### config.mk
export PLATFORM = sky130hd
export DESIGN_NAME = rdt_ram
export DESIGN_NICKNAME = d
export VERILOG_FILES = /design/src/hw/rtl/rdt_ram.sv
export SDC_FILE = /design/constraint.sdc
export NUM_CORES = 1
export LEC_CHECK = 0
export BUFFER_PORTS_ARGS = -buffer_cell sky130_fd_sc_hd__buf_4
export CORE_MARGIN = 2
export CORE_UTILIZATION = 50
export CTS_CLUSTER_SIZE = 25
export DETAILED_ROUTE_END_ITERATION = 10
export GPL_ROUTABILITY_DRIVEN = 0
export HOLD_SLACK_MARGIN = 0.03
export PLACE_DENSITY = 0.68
export SYNTH_ARGS = -nofsm -noshare
export SYNTH_HDL_FRONTEND = slang
export SYNTH_SLANG_ARGS = --single-unit
### constraint.sdc
create_clock -name clk_i -period 1.95 [get_ports clk_i]
set_input_delay 0.195 -clock clk_i [delete_from_list [all_inputs] [get_ports clk_i]]
set_output_delay 0.195 -clock clk_i [all_outputs]
set_load 0.02 [all_outputs]
### src/hw/rtl/rdt_ram.sv
// generic single write port ram with registered read
module rdt_ram #(
  parameter int unsigned Width = 8,
  parameter int unsigned Depth = 64
) (
  input  logic                     clk_i,
  input  logic                     we_i,
  input  logic [$clog2(Depth)-1:0] waddr_i,
  input  logic [Width-1:0]         wdata_i,
  input  logic [$clog2(Depth)-1:0] raddr_i,
  output logic [Width-1:0]         rdata_o
);
  logic [Width-1:0] mem_q [Depth];

  always_ff @(posedge clk_i) begin
    if (we_i) mem_q[waddr_i] <= wdata_i;
    rdata_o <= mem_q[raddr_i];
  end
endmodule

==> results.json, run 1 <==
{
  "wire_per_inst_um": 26.6,
  "drc": 0,
  "nFillCells": 2813,
  "cts_made_buffers": 51,
  "worstPathArrival_ns": 2.32,
  "mostFrequentLayoutCells": "edfxtp_1 (512), buf_4 (166), mux4_2 (126)",
  "clk_pin_slew_ns": 0.06,
  "final_common_cell": "edfxtp_1",
  "die_h_um": 205,
  "hold_slack_ns": 0.186,
  "slew_headroom": 0.515,
  "final_cells": 1681,
  "dieArea_mm2": 0.0420,
  "synth.avg_cell_area_um2": 21.5,
  "post-cts-setup-buffers": 0,
  "p_comb_frac": 0.056,
  "p_clk_frac": 0.409,
  "leakage_nw": 7.69,
  "viasPerCell": 6.03,
  "status": "finished, final reports clean",
  "worstSetupPathType": "flip-flop to flip-flop",
  "multiInputGateArea_mm2": 0.00435,
  "p_per_area_mw_per_mm2": 983,
  "clk_latency_ns": 0.57,
  "finalMaxSlewViolations": 0,
  "antenna_found_initial": 0,
  "max_cap_violations": 0,
  "power_mw": 23.2,
  "initial_core_util": 0.508,
  "grt-ovfl-total": 0,
  "syn-instance-count": 940,
  "place_hpwl_um": 28700,
  "fin_skew_ns": 0.00970,
  "use_met1": 0.321,
  "regArea_mm2": 0.0155,
  "cts_tree": "built",
  "ir_worst_vdd_mv": 0.590,
  "crit_path_max_fanout": 1,
  "first_pass_iters": 8,
  "ant_nets": 0,
  "rsz0062_at_grt": "no",
  "die_w_um": 205,
  "setup_viol": 0,
  "diodes": 0,
  "start_kind": "flip-flop",
  "power.switching_mw": 4.69,
  "use_met3": 0.0401,
  "placementRows": 73,
  "grt_pass1_wl_um": 67100,
  "synthArstFlopShare": 0,
  "crit_path_end": "rdata_o[4]",
  "ys_types": 40,
  "sequentialPowerShare": 0.535,
  "p_int_mw": 18.5,
  "timing.rr.end": "rdata_o[4]",
  "first_iter_violations": 1099,
  "r2r-start": "mem_q[21][4]",
  "clock_path_buffers": 3,
  "port_buffers": 29,
  "startpoint": "mem_q[21][4]",
  "cp.required_ns": 2.39,
  "worstMarginPinSlew_ns": 0.728,
  "netlist_area_mm2": 0.0202,
  "dp.cells": 1591,
  "pin_count": 30,
  "max_freq_mhz": 531,
  "ys_warn_count": 0,
  "cts_sinks": 520,
  "final_area_mm2": 0.0236,
  "worst-r2r-setup-slack_ns": 0.07,
  "clockRootBuffer": "clkbuf_16",
  "fin_crit_ns": 1.88,
  "drive_gt1_frac": 0.337,
  "area_growth_pct": 17.1,
  "hold_violations": 0,
  "worstRegToRegCells": 5,
  "worstHoldPathType": "input pin to flip-flop",
  "grt_max_degree": 65,
  "crit_path_end_kind": "flip-flop",
  "busiest_layer": "met2",
  "seq_area_frac_synth": 0.770,
  "vias": 10100,
  "grt_usage": 0.223,
  "post-route-period-util": 0.965,
  "synth-edff-count": 512,
  "wl_um": 44700,
  "grt_use_met2": 0.348,
  "nets": 1142,
  "grt_pass1_vias": 10300,
  "core_mm2": 0.0397,
  "htreeDepth": 2,
  "place_area_mm2": 0.0220,
  "ys_seq_elements": 520,
  "synth-main-ff-cell": "edfxtp_1",
  "swShare": 0.202,
  "synth_fp_nets": 962
}
==> stage by stage <==
| step | utilization | TNS [ns] | worst slack, ns |
|---|---|---|---|
| 3_3_place_gp | 0.553 | -2.02 | -0.410 |
| 3_5_place_dp | 0.553 | -2.17 | -0.439 |
| 2_1_floorplan | - | 0 | 0.0873 |
| 6_report | 0.594 | 0 | 0.0682 |
| 5_1_grt | 0.594 | 0 | 0.000942 |
| 4_1_cts | 0.594 | 0 | 0.00943 |
==> Yosys cell counts, drive strengths merged (13+ instances only) <==
cell | n | area, um^2
mux2 | 13 | 146
nor2 | 83 | 312
nand3 | 13 | 65.1
nand2 | 19 | 71.3
mux4 | 126 | 2840
clkbuf | 17 | 63.8
mux2i | 23 | 230
buf | 34 | 253
edfxtp | 512 | 15400
nor2b | 14 | 87.6
==> sequential cells by signal, indices dropped and copies added, names as in the netlist <==
name,flops
mem_q,512
rdata_o,8
==> timing repair <==
| item | in CTS | in global routing |
|---|---|---|
| resized for setup | 5 | 3 |
| pin swaps | 0 | 1 |
| hold buffers | 1 | 0 |
| hold endpoints to repair | 6 | 0 |
| endpoints found under the setup margin | 5 | 3 |
==> area by class of cell <==
type | instances | share of cell area
flip-flops and latches | 520 | 0.658
multi-input cells | 369 | 0.184
clock inverters | 22 | 0.00953
clock buffers | 67 | 0.0584
well taps | 525 | 0.0278
repair buffers | 178 | 0.0622
==> power by group through the flow <==
stage	sequential (mW)	clock [mW]	combinational, mW
2_1_floorplan	12.7	0	0.659
3_3_place_gp	12.7	0	1.27
3_5_place_dp	12.7	0	1.30
4_1_cts	12.4	9.68	1.31
5_1_grt	12.4	10.1	1.39
6_report	12.4	9.49	1.30
==> cells by family after synthesis <==
logic type | share of synthesized area
buffers and inverters | 0.0157
flip-flops | 0.770
AND/OR/NAND/NOR | 0.0339
AO/OA/AOI/OAI | 0.0207
multiplexers | 0.159
==> worst min path at each step <==
| stage | to | cells past startpoint | start | slack (ns) |
|---|---|---|---|---|
| finish | mem_q[36][0] | 1 | wdata_i[0] | 0.19 |
| global placement | rdata_o[2] | 3 | raddr_i[5] | 0.58 |
| floorplan | mem_q[0][0] | 0 | wdata_i[0] | 0.29 |
| CTS | mem_q[48][2] | 3 | waddr_i[1] | 0.17 |
| global route | mem_q[49][0] | 3 | waddr_i[2] | 0.21 |
| detailed placement | rdata_o[2] | 3 | raddr_i[5] | 0.59 |
==> per-layer routing <==
layer,vias to the layer above,wire (um)
met5,-,0
met4,0,1180
met3,65,3420
met2,424,21700
met1,5353,18500
li1,4287,-
==> worst max-delay path: stages, from the launching register on <==
cell	delay, ns
edfxtp_1	0.37
mux4_2	0.48
mux2_2	0.27
o221a_2	0.29
nor3_2	0.23
o32ai_1	0.12
Note: power is estimated with default switching activity, not from simulation.
==> run 2: changes to the inputs <==
ABC_AREA = 1   (was default)
CORE_MARGIN = default   (was 2)
==> run 2 against run 1 <==
Wire length rose by 19%. Worst setup slack better by 0.24 ns. Non-clock buffer count down 25. Power about the same. Synthesized cell count increased by 92%. Flip-flop and latch count stayed put. Die area rose by 3.7%. Critical path depth rose by 4. Register-to-register slack gained 0.24 ns. Sequential share of layout area down 1.6 points. Critical path type unchanged. Largest cell class unchanged.
==> results.json, run 2 <==
{
  "status": "finished, final reports clean",
  "synth.area.top_cells": "edfxtp_1 (72%), nand2_1 (11%), nand3_1 (10%)",
  "die_w_um": 209,
  "wl_um": 53100,
  "biggestRegsByFlops": "mem_q x512, rdata_o x8",
  "clockRootBuffer": "clkbuf_16",
  "grt_pass1_vias": 13600,
  "synth_top_area_frac": 0.720,
  "multiInputGateArea_mm2": 0.00495,
  "synth.largest_area_cell": "edfxtp_1",
  "diodes": 0,
  "hold_slack_ns": 0.0690,
  "worstPathArrival_ns": 2.13,
  "cts_made_buffers": 52,
  "vias": 14100,
  "placementRows": 75,
  "syn-instance-count": 1805,
  "synthArstFlopShare": 0,
  "nets": 1921,
  "pin_count": 30,
  "rsz0062_at_grt": "no",
  "dieArea_mm2": 0.0435,
  "die_h_um": 209,
  "synth_fp_nets": 1827,
  "max_cap_violations": 0,
  "ys_seq_elements": 520,
  "core_mm2": 0.0420,
  "setup_viol": 0,
  "wire_per_inst_um": 21.4,
  "cts_sinks": 520,
  "fin_crit_ns": 1.64,
  "final_common_cell": "nand2_1",
  "mostFrequentLayoutCells": "nand2_1 (648), edfxtp_1 (512), nand3_1 (439)",
  "seq_area_frac_synth": 0.728,
  "cts_tree": "built",
  "drive_gt1_frac": 0.116,
  "grt_usage": 0.247,
  "ys_types": 16,
  "post-route-period-util": 0.843,
  "initial_core_util": 0.508,
  "crit_path_max_fanout": 1,
  "worstHoldPathType": "input pin to flip-flop",
  "antenna_found_initial": 0,
  "finalMaxSlewViolations": 0,
  "p_per_area_mw_per_mm2": 959,
  "tns_ns": 0,
  "synth-main-ff-cell": "edfxtp_1",
  "port_buffers": 29,
  "largest_reg_flops": 512,
  "cp.required_ns": 2.44,
  "netlist_area_mm2": 0.0213,
  "first_pass_iters": 5,
  "area_growth_pct": 13.4,
  "slew_headroom": 0.484,
  "synth.avg_cell_area_um2": 11.8,
  "fin_skew_ns": 0.0122,
  "first_iter_violations": 1512,
  "grt-ovfl-total": 0,
  "power_mw": 23.2,
  "hold_violations": 0,
  "regArea_mm2": 0.0155,
  "nFillCells": 3342,
  "crit_path_end_kind": "flip-flop",
  "leakage_nw": 8.89,
  "synthTopCellsByCount": "nand2_1 (648), edfxtp_1 (512), nand3_1 (439)",
  "clk_pin_slew_ns": 0.06,
  "worstMarginPinSlew_ns": 0.774,
  "ys_warn_count": 0,
  "grt_pass1_wl_um": 80800,
  "ir_worst_vdd_mv": 0.788,
  "clk_latency_ns": 0.60,
  "synth-edff-count": 512,
  "htreeDepth": 2,
  "worstSetupPathType": "flip-flop to flip-flop",
  "grt_max_degree": 81,
  "drc": 0,
  "max_flop_register": "mem_q",
  "ant_nets": 0,
  "start_kind": "flip-flop",
  "viasPerCell": 5.67,
  "clock_path_buffers": 3,
  "place_hpwl_um": 32000,
  "synth.most_common_cell": "nand2_1",
  "max_freq_mhz": 608
}
## run 2: changes by cell type after synthesis, moves of 8 or more
cell      previous run  this run
buf_2               11        37
buf_6                4        35
inv_1                0        10
mux2_2              13         0
mux2i_1             23         0
mux4_2             126         0
nand2_1             19       648
nand3_1             13       439
nor2_1              83        56
nor2b_1             14         0
o221ai_1             8         0
o22ai_1              8         0
## run 2: logic make-up (layout without fill, tap and decap cells)
logic type    count (synthesis)  count (layout)  synth area share
simple gates               1160            1160             0.232
flops                       520             520             0.728
buf+inv                     125             262            0.0402
## run 2: final timing paths
kind | end | slack [ns] | start | depth (start not counted)
worst max-delay path | rdata_o[2] | 0.31 | mem_q[51][2] | 9
worst min-delay path | mem_q[4][4] | 0.07 | wdata_i[4] | 1
worst max register to register | rdata_o[2] | 0.31 | mem_q[51][2] | 9
worst min register to register | rdata_o[4] | 0.83 | mem_q[56][4] | 8
## run 2: what timing repair did
action,4_1_cts,5_1_grt
resized for setup,0,0
endpoints found under the hold margin,27,0
setup buffers,0,0
hold buffers,3,0
## run 2: through the flow
step,utilization,setup WS (ns),cells,cell area (um^2)
after floorplan,-,-0.0111,1805,21300
after global placement,0.538,0.0990,2381,22600
after detailed placement,0.538,0.0313,2381,22600
after CTS,0.576,0.301,2481,24200
after global routing,0.576,0.136,2481,24200
final,0.576,0.305,2481,24200
## run 2: worst max-delay path, stage by stage, from the launching register on
cell and delay, ns:
edfxtp_1 0.35, nand2_1 0.07, nand3_1 0.10, nand3_1 0.13
nand2_1 0.08, nand2_1 0.08, nand3_1 0.07, nand3_1 0.07
dlygate4sd3_1 0.54, nand2_1 0.05
## run 2: power by group
| part | internal, mW | switching, mW | leakage (nW) |
|---|---|---|---|
| sequential | 12.4 | 0.0443 | 4.67 |
| combinational | 0.456 | 1.10 | 3.45 |
| clock | 5.09 | 4.16 | 0.768 |
| total | 17.9 | 5.30 | 8.89 |
## run 2: final cells by class
class | count | area share
Clock inverter | 36 | 0.00827
Timing Repair Buffer | 153 | 0.0593
Tap cell | 539 | 0.0279
Sequential cell | 520 | 0.642
Inverter | 12 | 0.00217
Multi-Input combinational cell | 1160 | 0.204
Clock buffer | 61 | 0.0560
## run 2: routing by layer
| layer | vias to the layer above | GRT usage | wire (um) |
|---|---|---|---|
| li1 | 6542 | - | - |
| met4 | 0 | 0.0849 | 1590 |
| met2 | 555 | 0.404 | 25500 |
| met5 | - | 0 | 0 |
| met3 | 100 | 0.0467 | 4280 |
| met1 | 6870 | 0.335 | 21700 |
