`src/hw/rtl/rdt_pkg.sv`:
```
// shared types and constants for the report dedup table
package rdt_pkg;
  localparam int unsigned DataW = 8;
  localparam int unsigned CountW = 7;

  typedef enum logic [2:0] {
    DIR_NEUTRAL = 3'd0,
    DIR_UP      = 3'd1,
    DIR_DOWN    = 3'd2,
    DIR_LEFT    = 3'd3,
    DIR_RIGHT   = 3'd4,
    DIR_UNKNOWN = 3'd5
  } dir_e;

  typedef enum logic [0:0] {
    REG_AXIS_CENTER = 1'b0,
    REG_DEAD_ZONE   = 1'b1
  } reg_idx_e;

  typedef enum logic [2:0] {
    ST_IDLE,
    ST_SCAN,
    ST_CMP,
    ST_COPY,
    ST_RESULT
  } back_state_e;

  function automatic logic [DataW-1:0] abs_diff(input logic [DataW-1:0] v,
                                                input logic [DataW-1:0] c);
    abs_diff = (v >= c) ? v - c : c - v;
  endfunction

  function automatic dir_e classify(input logic [DataW-1:0] b1,
                                    input logic [DataW-1:0] b2,
                                    input logic [DataW-1:0] center,
                                    input logic [DataW-1:0] dz,
                                    input logic short_rep);
    logic [DataW-1:0] ax;
    logic [DataW-1:0] ay;
    ax = abs_diff(b1, center);
    ay = abs_diff(b2, center);
    if (short_rep) classify = DIR_UNKNOWN;
    else if (ax < dz && ay < dz) classify = DIR_NEUTRAL;
    else if (ax > ay) classify = (b1 > center) ? DIR_RIGHT : DIR_LEFT;
    else classify = (b2 > center) ? DIR_DOWN : DIR_UP;
  endfunction
endpackage

```
`src/hw/rtl/rdt_front.sv`:
```
// front end: collects report bytes into a two-slot buffer and classifies direction
module rdt_front import rdt_pkg::*; #(
  parameter int unsigned MaxBytes = 65
) (
  input  logic                          clk_i,
  input  logic                          rst_ni,
  input  logic [DataW-1:0]              report_byte_i,
  input  logic                          final_byte_i,
  input  logic                          valid_i,
  output logic                          ready_o,
  input  logic [DataW-1:0]              axis_center_i,
  input  logic [DataW-1:0]              dead_zone_i,
  // buffer write
  output logic                          bwe_o,
  output logic [$clog2(2*MaxBytes)-1:0] bwaddr_o,
  output logic [DataW-1:0]              bwdata_o,
  // queue to back end
  output logic                          qvalid_o,
  input  logic                          qpop_i,
  output logic                          qslot_o,
  output logic [$clog2(MaxBytes+1)-1:0] qlen_o,
  output dir_e                          qdir_o
);
  localparam int unsigned LenW = $clog2(MaxBytes + 1);
  localparam int unsigned AddrW = $clog2(2 * MaxBytes);

  logic [LenW-1:0]  len_q, len_d;
  logic             wslot_q, rslot_q;
  logic [1:0]       cnt_q;
  logic [DataW-1:0] b1_q, b2_q;
  logic [LenW-1:0]  qlen_q [2];
  dir_e             qdir_q [2];
  logic             acc, push, keep;
  logic [LenW-1:0]  nlen;

  assign ready_o = (cnt_q != 2'd2);
  assign acc = valid_i && ready_o;
  assign keep = acc && (len_q < LenW'(MaxBytes));
  assign push = acc && final_byte_i;
  assign nlen = keep ? len_q + 1'b1 : len_q;

  assign bwe_o = keep;
  assign bwaddr_o = wslot_q ? AddrW'(MaxBytes) + AddrW'(len_q) : AddrW'(len_q);
  assign bwdata_o = report_byte_i;

  always_comb begin
    len_d = len_q;
    if (acc) len_d = final_byte_i ? '0 : nlen;
  end

  assign qvalid_o = (cnt_q != 2'd0);
  assign qslot_o = rslot_q;
  assign qlen_o = qlen_q[rslot_q];
  assign qdir_o = qdir_q[rslot_q];

  always_ff @(posedge clk_i or negedge rst_ni) begin
    if (!rst_ni) begin
      len_q <= '0;
      wslot_q <= 1'b0;
      rslot_q <= 1'b0;
      cnt_q <= '0;
    end else begin
      len_q <= len_d;
      if (push) wslot_q <= ~wslot_q;
      if (qpop_i) rslot_q <= ~rslot_q;
      cnt_q <= cnt_q + {1'b0, push} - {1'b0, qpop_i};
    end
  end

  always_ff @(posedge clk_i) begin
    if (keep && len_q == LenW'(1)) b1_q <= report_byte_i;
    if (keep && len_q == LenW'(2)) b2_q <= report_byte_i;
    if (push) begin
      qlen_q[wslot_q] <= nlen;
      qdir_q[wslot_q] <= classify(b1_q, (keep && len_q == LenW'(2)) ? report_byte_i : b2_q,
                                  axis_center_i, dead_zone_i, nlen < LenW'(3));
    end
  end
endmodule

```
`config.mk`:
```
export PLATFORM = sky130hd
export DESIGN_NAME = rdt_front
export DESIGN_NICKNAME = d
export VERILOG_FILES = /design/src/hw/rtl/rdt_pkg.sv /design/src/hw/rtl/rdt_front.sv
export SDC_FILE = /design/constraint.sdc
export NUM_CORES = 1
export LEC_CHECK = 0
export BUFFER_PORTS_ARGS = -buffer_cell sky130_fd_sc_hd__buf_2
export CELL_PAD_IN_SITES_DETAIL_PLACEMENT = 1
export CELL_PAD_IN_SITES_GLOBAL_PLACEMENT = 1
export CORE_MARGIN = 2
export CORE_UTILIZATION = 45
export DETAILED_ROUTE_END_ITERATION = 10
export PLACE_DENSITY_LB_ADDON = 0.1
export SYNTH_ARGS = -nofsm -noshare
export SYNTH_HDL_FRONTEND = slang
export SYNTH_SLANG_ARGS = --single-unit
```
`constraint.sdc`:
```
create_clock -name clk_i -period 14.1 [get_ports clk_i]
set_input_delay 1.41 -clock clk_i [delete_from_list [all_inputs] [get_ports clk_i]]
set_output_delay 1.41 -clock clk_i [all_outputs]
set_load 0.05 [all_outputs]
```
==> results.yml, run 1 <==
timing:
  tightest_slew_ns: 0.882
  hold_slack_ns: 0.506
  fin_skew_ns: 0.0142
  finalCritPeriodShare_pct: 43.7
  slew_headroom_pct: 41.0
  maxSlewViolCount: 0
  setup_viol: 0
  rsz0062_at_grt: "false"
  tns_ns: 0
  finalHoldViolCount: 0
  finalCriticalPeriod_ns: 6.17
  max_freq_mhz: 162
power:
  pwr_density_cell_mw_per_mm2: 241
  power.leakage_nw: 2.11
  ir_drop_mv: 0.160
clock_tree:
  clock_latency_ns: 0.31
  clock-sinks: 47
  ctsHoldBuffers: 0
  cts_max_level: 2
  cts_buffer_depth: 2
  cts_tree: "yes"
  cts.repair.resized: 0
  cts.repair_timing.setup_buffer_count: 0
  cts_root_buffer: "clkbuf_8"
  cts_buffers: 5
  path_clk_slew_ns: 0.11
final_layout:
  fin_nets: 559
  area_delta_synth_final_pct: 10.1
  utilization_pct: 51.7
  fin_area_mm2: 0.00455
  drive_gt1_share_pct: 22.6
  diodes: 0
  finalNonFillerCells: 578
critical_path:
  crit_slowest_cell: "fa_1"
  path_buf_inv: 2
  crit_chain: "buf_2 -> nand2_1 -> nor2_1 -> nand3_1 -> mux2_2 -> inv_1 -> ha_1 -> fa_1 -> nand3b_2 -> a31o_2 -> a31oi_1 -> mux2i_1 -> o221a_2 -> and2_1 -> ha_1 -> a21o_1 -> a211oi_1 -> o221ai_1 -> nor3_1 -> a21o_1 -> o21ai_0"
  critPathRequiredTime_ns: 14.16
  cp_data_arrival_time_ns: 6.22
  path_class: "in -> reg"
  startpoint_type: "primary input"
  cp_max_fo: 13
  critical_path.max_stage_delay_ns: 0.40
  crit_family: "compound AO/OA/AOI/OAI gates"
  end_kind: "register"
die:
  std_cell_rows: 34
  die_h_um: 99.8
  die_area_mm2: 0.00996
  ios: 59
  core_mm2: 0.00881
  die_w_um: 99.8
  start_util_pct: 46.9
placement:
  io_buffers: 58
  gp_congestion: 0.896
  dp_hpwl_mm: 8.68
  placed_cells: 570
  placed_area_mm2: 0.00443
grt:
  grt_pass1_wl_mm: 16.8
  track_usage_pct: 21.7
  grt_start_max_net_pins: 17
  gr-total-overflow: 0
  first_global_vias: 3321
  grt_antenna_before_repair: 0
worst_hold_path:
  hold_class: "reg -> reg"
logic_synthesis:
  synth_top_area_share_pct: 20.4
  synth_most_common_cell: "ha_1"
  async_flop_share_pct: 23.4
  synthFlopType: "edfxtp_1"
  syn_area_mm2: 0.00413
  synth_area_leaders: "edfxtp_1 (20%), ha_1 (17%), dfrtp_1 (6.7%), mux2_2 (5.5%), inv_1 (4.4%)"
  syn_area_per_cell_um2: 9.72
  synth_enable_flop_cells: 28
  yosysWarnings: 0
  synthTopCellsByCount: "ha_1 (57), inv_1 (48), edfxtp_1 (28)"
  netlist.top_cell.by_area: "edfxtp_1"
  netlist_instances: 425
  syn-num-nets: 515
  ys_types: 65
  synth.ff_latch_count: 47
  yosysSeqAreaShare_pct: 30.9
route:
  totalWireLength_mm: 10.6
  vias: 3242
  ant_nets: 0
  firstDrtPassIters: 4
  routed_via_density: 5.61
  drc: 0
  dr.first_iter.drc_count: 171
  wl_per_cell_um: 18.3
job:
  drv_cap: 0
run_status:
  status: "finished clean"
## where the power goes
| group | internal (mW) | total [mW] | leakage [nW] | switching [mW] |
|---|---|---|---|---|
| sequential | 0.192 | 0.220 | 0.468 | 0.0283 |
| clock | 0.0536 | 0.107 | 0.0548 | 0.0534 |
| combinational | 0.289 | 0.770 | 1.59 | 0.481 |
## logic make-up (layout without fill, tap and decap cells)
logic type | after synthesis | count (layout) | share of synthesized area, %
DFF | 47 | 47 | 30.9
and+or+nand+nor | 104 | 104 | 13.5
adders and majority gates | 61 | 61 | 19.2
buffers and inverters | 69 | 114 | 7.30
muxes | 31 | 31 | 8.36
AOI/OAI and AO/OA | 86 | 86 | 15.1
xor gates and xnor gates | 27 | 27 | 5.73
## flip-flops by register name (all words and copies together), names as in the netlist
signal and flops:
cnt_q 2, qslot_o 1, qdir_q 6, len_q 7, wslot_q 1, b2_q 8, b1_q 8, qlen_q 14
## worst reg2reg max path, delay by kind of cell (launching register included)
family	cells	cell delay, ns
compound gates	8	1.64
fa+ha+maj	3	0.84
buf+inv	1	0.04
flops	1	0.41
mux	2	0.60
simple gates	7	1.73
## metal layers
metal | share of wire, % | vias to the layer above | global-route usage, %
li1 | - | 1593 | -
met1 | 50 | 1579 | 31.5
met2 | 46 | 66 | 35.1
met3 | 3.8 | 4 | 3.55
met4 | 0.40 | 0 | 3.27
met5 | 0 | - | 0
## final cells by class
| cell class | count | area (um2) |
|---|---|---|
| Fill cell | 1032 | 4260 |
| Timing Repair Buffer | 58 | 290 |
| Inverter | 48 | 180 |
| Tap cell | 108 | 135 |
| Multi-Input combinational cell | 309 | 2550 |
| Clock inverter | 3 | 46.3 |
| Clock buffer | 5 | 68.8 |
| Sequential cell | 47 | 1280 |
## metrics by stage
stage | setup WS [ns] | total power, mW
global route | 7.56 | 1.20
global placement | 7.79 | 0.956
floorplan | 8.67 | 0.808
finish | 7.93 | 1.10
CTS | 7.94 | 1.10
detailed placement | 7.61 | 0.993
## worst paths after layout
| check | startpoint | to | slack [ns] | depth (start not counted) |
|---|---|---|---|---|
| max | valid_i | qdir_q[1][0] | 7.93 | 21 |
| min | b2_q[2] | b2_q[2] | 0.51 | 1 |
| max reg2reg | cnt_q[1] | qdir_q[1][0] | 8.57 | 21 |
| min reg2reg | b2_q[2] | b2_q[2] | 0.51 | 1 |
| max in group asynchronous | rst_ni | len_q[1] | 12.93 | 1 |
| min in group asynchronous | rst_ni | qslot_o | 0.95 | 1 |
## cells in the final DEF, fill, tap and decap left out, types with 3 or more instances in the layout
cell	Yosys	routed
nor2_1	20	20
ha_1	57	57
inv_1	48	48
and2_1	7	7
xor2_1	7	7
dfrtp_1	11	11
mux2_2	20	20
nor3_1	6	6
a21oi_1	21	21
nor3b_1	3	3
a21boi_0	3	3
nand4_1	9	9
a221oi_1	3	3
o21a_1	3	3
mux2i_1	9	9
nor2b_1	7	7
buf_2	6	58
a21o_1	5	5
dfxtp_1	8	8
nand2_1	24	24
fa_1	4	4
a22o_1	4	4
edfxtp_1	28	28
nand3_1	10	10
a31oi_1	3	3
and3_1	5	5
o21ai_0	15	15
clkbuf_8	0	5
xnor2_1	20	20
No activity file was read; power rests on OpenSTA's default activity.
==> run 2, diff against run 1 <==
Settings changed: ABC_AREA from default to 1, CORE_UTILIZATION 45 to 39.
Clock period 14.1 ns to 5.4 ns, I/O delays scaled along.
==> results.yml, run 2 <==
route:
  firstDrtPassIters: 4
  totalWireLength_mm: 11.4
  ant_nets: 0
  wl_per_cell_um: 15.3
  vias: 3703
  dr.first_iter.drc_count: 119
  routed_via_density: 4.98
  drc: 0
timing:
  rsz0062_at_grt: "false"
  tns_ns: 0
  finalCritPeriodShare_pct: 81.1
  tightest_slew_ns: 0.961
  max_freq_mhz: 228
  finalHoldViolCount: 0
  finalCriticalPeriod_ns: 4.38
  setup_viol: 0
  fin_skew_ns: 0.0111
  slew_headroom_pct: 35.7
  maxSlewViolCount: 0
clock_tree:
  clock_latency_ns: 0.31
  cts.repair_timing.setup_buffer_count: 0
  clock-sinks: 47
  cts_buffers: 5
  cts_max_level: 2
  cts.repair.resized: 0
  path_clk_slew_ns: 0.10
  cts_tree: "yes"
  cts_root_buffer: "clkbuf_8"
  ctsHoldBuffers: 0
  cts_buffer_depth: 2
final_layout:
  area_delta_synth_final_pct: 10.0
  utilization_pct: 44.0
  fin_nets: 692
  largest_reg_flops: 14
  fin_area_mm2: 0.00474
  top_regs: "qlen_q: 14 flops, b1_q: 8 flops, b2_q: 8 flops"
  diodes: 0
  top_register: "qlen_q"
  layout_commonest_cell: "nand2_1"
  layout_common_cells: "nand2_1 (144), inv_1 (86), buf_2 (58)"
  drive_gt1_share_pct: 17.1
die:
  std_cell_rows: 38
  core_mm2: 0.0108
  die_h_um: 109
  die_w_um: 109
  ios: 59
  start_util_pct: 40.0
  die_area_mm2: 0.0119
placement:
  io_buffers: 58
  placed_area_mm2: 0.00466
  gp_congestion: 0.849
  dp_hpwl_mm: 9.68
logic_synthesis:
  synth_top_area_share_pct: 19.5
  syn-num-nets: 645
  syn_area_mm2: 0.00431
  netlist.top_cell.by_area: "edfxtp_1"
  synth.ff_latch_count: 47
  syn_area_per_cell_um2: 7.77
  synthTopCellsByCount: "nand2_1 (144), inv_1 (86), ha_1 (57)"
  synth_area_leaders: "edfxtp_1 (19%), ha_1 (17%), nand2_1 (13%), inv_1 (7.5%), dfrtp_1 (6.4%)"
  netlist_instances: 555
  synth_most_common_cell: "nand2_1"
  ys_types: 40
  synthFlopType: "edfxtp_1"
  yosysSeqAreaShare_pct: 29.6
  yosysWarnings: 0
  synth_enable_flop_cells: 28
  async_flop_share_pct: 23.4
critical_path:
  crit_chain: "a21boi_4 -> nand2_8 -> clkinv_4 -> nand3_4 -> o21ai_2 -> inv_2 -> ha_1 -> fa_1 -> o21ai_1 -> nand2_1 -> nand3_2 -> inv_2 -> nand2_1 -> nand2_1 -> ha_1 -> inv_1 -> o21bai_1 -> nand2_1 -> nand2_1 -> nand2_1 -> nand2_1 -> nand4_1 -> nand3_1 -> nand2_1"
  path_class: "reg -> reg"
  critical_path.max_stage_delay_ns: 0.46
  cp_common_cell: "nand2_1"
  crit_slowest_cell: "dfrtp_1"
  startpoint_type: "register"
  critPathRequiredTime_ns: 5.47
  end_kind: "register"
  cp_data_arrival_time_ns: 4.45
  cp_max_fo: 16
power:
  finalPower_mw: 2.82
  power.leakage_nw: 2.47
  pwr_density_cell_mw_per_mm2: 593
  ir_drop_mv: 0.371
grt:
  track_usage_pct: 20.1
  grt_antenna_before_repair: 0
  grt_start_max_net_pins: 17
  first_global_vias: 3842
  gr-total-overflow: 0
  grt_pass1_wl_mm: 18.7
run_status:
  status: "finished clean"
worst_hold_path:
  hold_class: "in -> async"
job:
  drv_cap: 0
==> run 2: where the power goes <==
group          switching (mW)  internal, mW
Combinational            1.33         0.629
Clock                   0.128        0.0907
Sequential              0.106         0.532
==> run 2: cell type report <==
| type | count | area, um2 |
|---|---|---|
| multi-input combinational | 393 | 2550 |
| inverter | 97 | 369 |
| tap | 140 | 175 |
| sequential | 47 | 1280 |
| clock buffer | 5 | 68.8 |
| timing repair buffer | 58 | 290 |
| fill | 1363 | 6050 |
| clock inverter | 3 | 17.5 |
==> run 2: worst paths after layout <==
path / slack, ns / start / to / depth (start not counted)
max: 1.02 / cnt_q[1] / qdir_q[0][0] / 24
min: 0.09 / rst_ni / len_q[6] / 1
max reg2reg: 1.02 / cnt_q[1] / qdir_q[0][0] / 24
min reg2reg: 0.49 / b2_q[2] / b2_q[2] / 2
max in group asynchronous: 5.08 / rst_ni / len_q[3] / 1
min in group clk_i: 0.41 / qpop_i / qslot_o / 2
==> run 2: critical path, delay by kind of cell, from the launching register on <==
family                     cells  cell delay, ns
AOI/OAI and AO/OA              4            1.06
buffers and inverters          4            0.28
DFF                            1            0.46
adders and majority gates      3            0.99
and+or+nand+nor               13            1.33
==> run 2: stage by stage <==
step                worst slack (ns)  hold WS [ns]  cells
finish                          1.02        0.0876    743
global placement               0.981         0.429    735
floorplan                       1.68         0.244    555
CTS                             1.01        0.0854    743
global route                   0.550         0.105    743
detailed placement             0.858         0.435    735
==> run 2: per-layer routing <==
| layer | GRT usage, % | share of wire [%] | vias to the layer above |
|---|---|---|---|
| li1 | - | - | 1876 |
| met1 | 27.2 | 48 | 1763 |
| met3 | 1.97 | 3.0 | 6 |
| met5 | 0 | 0 | - |
| met2 | 34.8 | 48 | 58 |
| met4 | 3.85 | 0.81 | 0 |
==> run 2: logic make-up after synthesis <==
group / synth area share (%)
buffers and inverters: 11.3
adders and majority gates: 18.4
DFF: 29.6
muxes: 2.61
and+or+nand+nor: 21.9
AOI/OAI and AO/OA: 11.3
xor gates and xnor gates: 4.87
==> run 3, diff against run 2 <==
Settings changed: ABC_AREA 1 to 0, CORE_UTILIZATION 39 to 45.
Clock period 5.4 ns to 4.6 ns, I/O delays scaled along.
==> results.yml, run 3 (synthesis results as in run 1) <==
run_status:
  status: "finished clean"
die:
  core_mm2: 0.00881
  die_area_mm2: 0.00996
  std_cell_rows: 34
  die_h_um: 99.8
  ios: 59
  start_util_pct: 46.9
  die_w_um: 99.8
clock_tree:
  path_clk_slew_ns: 0.10
  clock_latency_ns: 0.32
  cts_buffers: 5
  cts_root_buffer: "clkbuf_8"
  cts_max_level: 2
  cts_tree: "yes"
  clock-sinks: 47
  cts_buffer_depth: 2
final_layout:
  area_delta_synth_final_pct: 28.9
  finalNonFillerCells: 628
  largest_reg_flops: 14
  fin_nets: 609
  multi_input_area_mm2: 0.00294
  drive_gt1_share_pct: 38.5
  layout_commonest_cell: "buf_2"
  diodes: 0
  fin_area_mm2: 0.00532
  layout_common_cells: "buf_2 (58), inv_1 (48), ha_1 (47)"
  seq_area_mm2: 0.00128
  fillers: 996
  top_regs: "qlen_q: 14 flops, b1_q: 8 flops, b2_q: 8 flops"
  top_register: "qlen_q"
timing:
  finalCritPeriodShare_pct: 98.4
  setup_viol: 0
  tightest_slew_ns: 0.855
  finalCriticalPeriod_ns: 4.52
  maxSlewViolCount: 0
  finalHoldViolCount: 0
  max_freq_mhz: 221
  slew_headroom_pct: 42.8
  rsz0062_at_grt: "true"
  fin_skew_ns: 0.0124
route:
  dr.first_iter.drc_count: 152
  wl_per_cell_um: 20.3
  drc: 0
  totalWireLength_mm: 12.7
  ant_nets: 0
  vias: 3514
  routed_via_density: 5.60
  firstDrtPassIters: 4
job:
  drv_cap: 0
grt:
  first_global_vias: 3685
  grt_pass1_wl_mm: 18.9
  track_usage_pct: 24.5
  grt_antenna_before_repair: 0
  gr-total-overflow: 0
  grt_start_max_net_pins: 16
placement:
  io_buffers: 58
  placed_area_mm2: 0.00474
  placed_cells: 609
  gp_congestion: 0.887
  dp_hpwl_mm: 9.57
critical_path:
  path_class: "reg -> reg"
  crit_chain: "nor4_4 -> nand3_2 -> buf_6 -> mux2_2 -> buf_4 -> ha_4 -> nand4_1 -> buf_4 -> a31oi_4 -> nor2_4 -> mux2_4 -> o221ai_4 -> xnor2_2 -> ha_1 -> a21oi_2 -> o21ai_2 -> mux2i_1 -> a21oi_2 -> a21o_1 -> nor3b_2"
  crit_family: "compound AO/OA/AOI/OAI gates"
  cp_data_arrival_time_ns: 4.67
  startpoint_type: "register"
  cp.depth: 20
  critPathRequiredTime_ns: 4.75
  crit_slowest_cell: "dfrtp_1"
  end_kind: "register"
  critical_path.max_stage_delay_ns: 0.42
  cp_max_fo: 6
  path_buf_inv: 3
  ff2ff_path_depth: 20
power:
  ir_drop_mv: 0.533
  pwr_density_cell_mw_per_mm2: 800
  power.leakage_nw: 2.42
worst_hold_path:
  hold_class: "in -> async"
run 3: cell types whose count changed in the layout (fill, tap and decap cells not counted), moves of 7 or more:
cell,change
a21oi_1,-14
xor2_1,-14
nand2_1,-120
inv_2,-10
inv_1,-38
buf_4,+46
nor2b_1,+7
nor2_1,-13
nand3_1,-12
o21ai_0,-10
xnor2_1,+12
ha_1,-10
mux2_2,+9
run 3: routing by layer:
layer  share of wire (%)  up-vias  global-route usage (%)
li1                    -     1696                       -
met1                  46     1731                    33.7
met2                  48       74                    41.2
met3                 4.3       13                    3.76
met4                 1.3        0                    5.48
met5                   0        -                       0
run 3: timing repair:
action / in CTS / in global routing
pin swaps: 6 / 28
endpoints found under the setup margin: 6 / 6
endpoints found under the hold margin: 0 / 0
buffers inserted: 3 / 11
hold buffers: 0 / 0
resized for setup: 30 / 38
run 3: stage by stage:
step                      TNS, ns  power (mW)  hold slack [ns]  util [%]  setup slack (ns)
after detailed placement    -1.46        3.30            0.355      53.8            -0.286
after floorplan                 0        2.49            0.164         -            0.0105
final                           0        4.26          0.00315      60.4            0.0751
after global routing       -0.433        4.55           0.0178      60.4           -0.0950
after global placement     -0.183        3.19            0.350      53.8           -0.0534
after CTS                       0        3.85          0.00789      57.3           0.00412
run 3: area by class of cell:
class                   count  area share [%]
well taps                 108            2.54
flip-flops and latches     47            24.0
repair buffers            108            12.8
clock buffers               5            1.29
inverters                  48            3.39
clock inverters             3           0.823
multi-input cells         309            55.2
run 3: report_power, final:
group | switching, mW | internal [mW] | total (mW)
clock | 0.160 | 0.162 | 0.322
combinational | 1.89 | 1.39 | 3.27
sequential | 0.0754 | 0.589 | 0.665
run 3: path summary, 6_finish.rpt:
| path | from | to | slack, ns |
|---|---|---|---|
| min in group clk_i | report_byte_i[5] | b1_q[5] | 0.35 |
| min | rst_ni | len_q[4] | 0.003 |
| max in group asynchronous | rst_ni | cnt_q[1] | 4.37 |
| max reg2reg | len_q[5] | qdir_q[0][1] | 0.08 |
| max | len_q[5] | qdir_q[0][1] | 0.08 |
| min reg2reg | b2_q[7] | b2_q[7] | 0.51 |
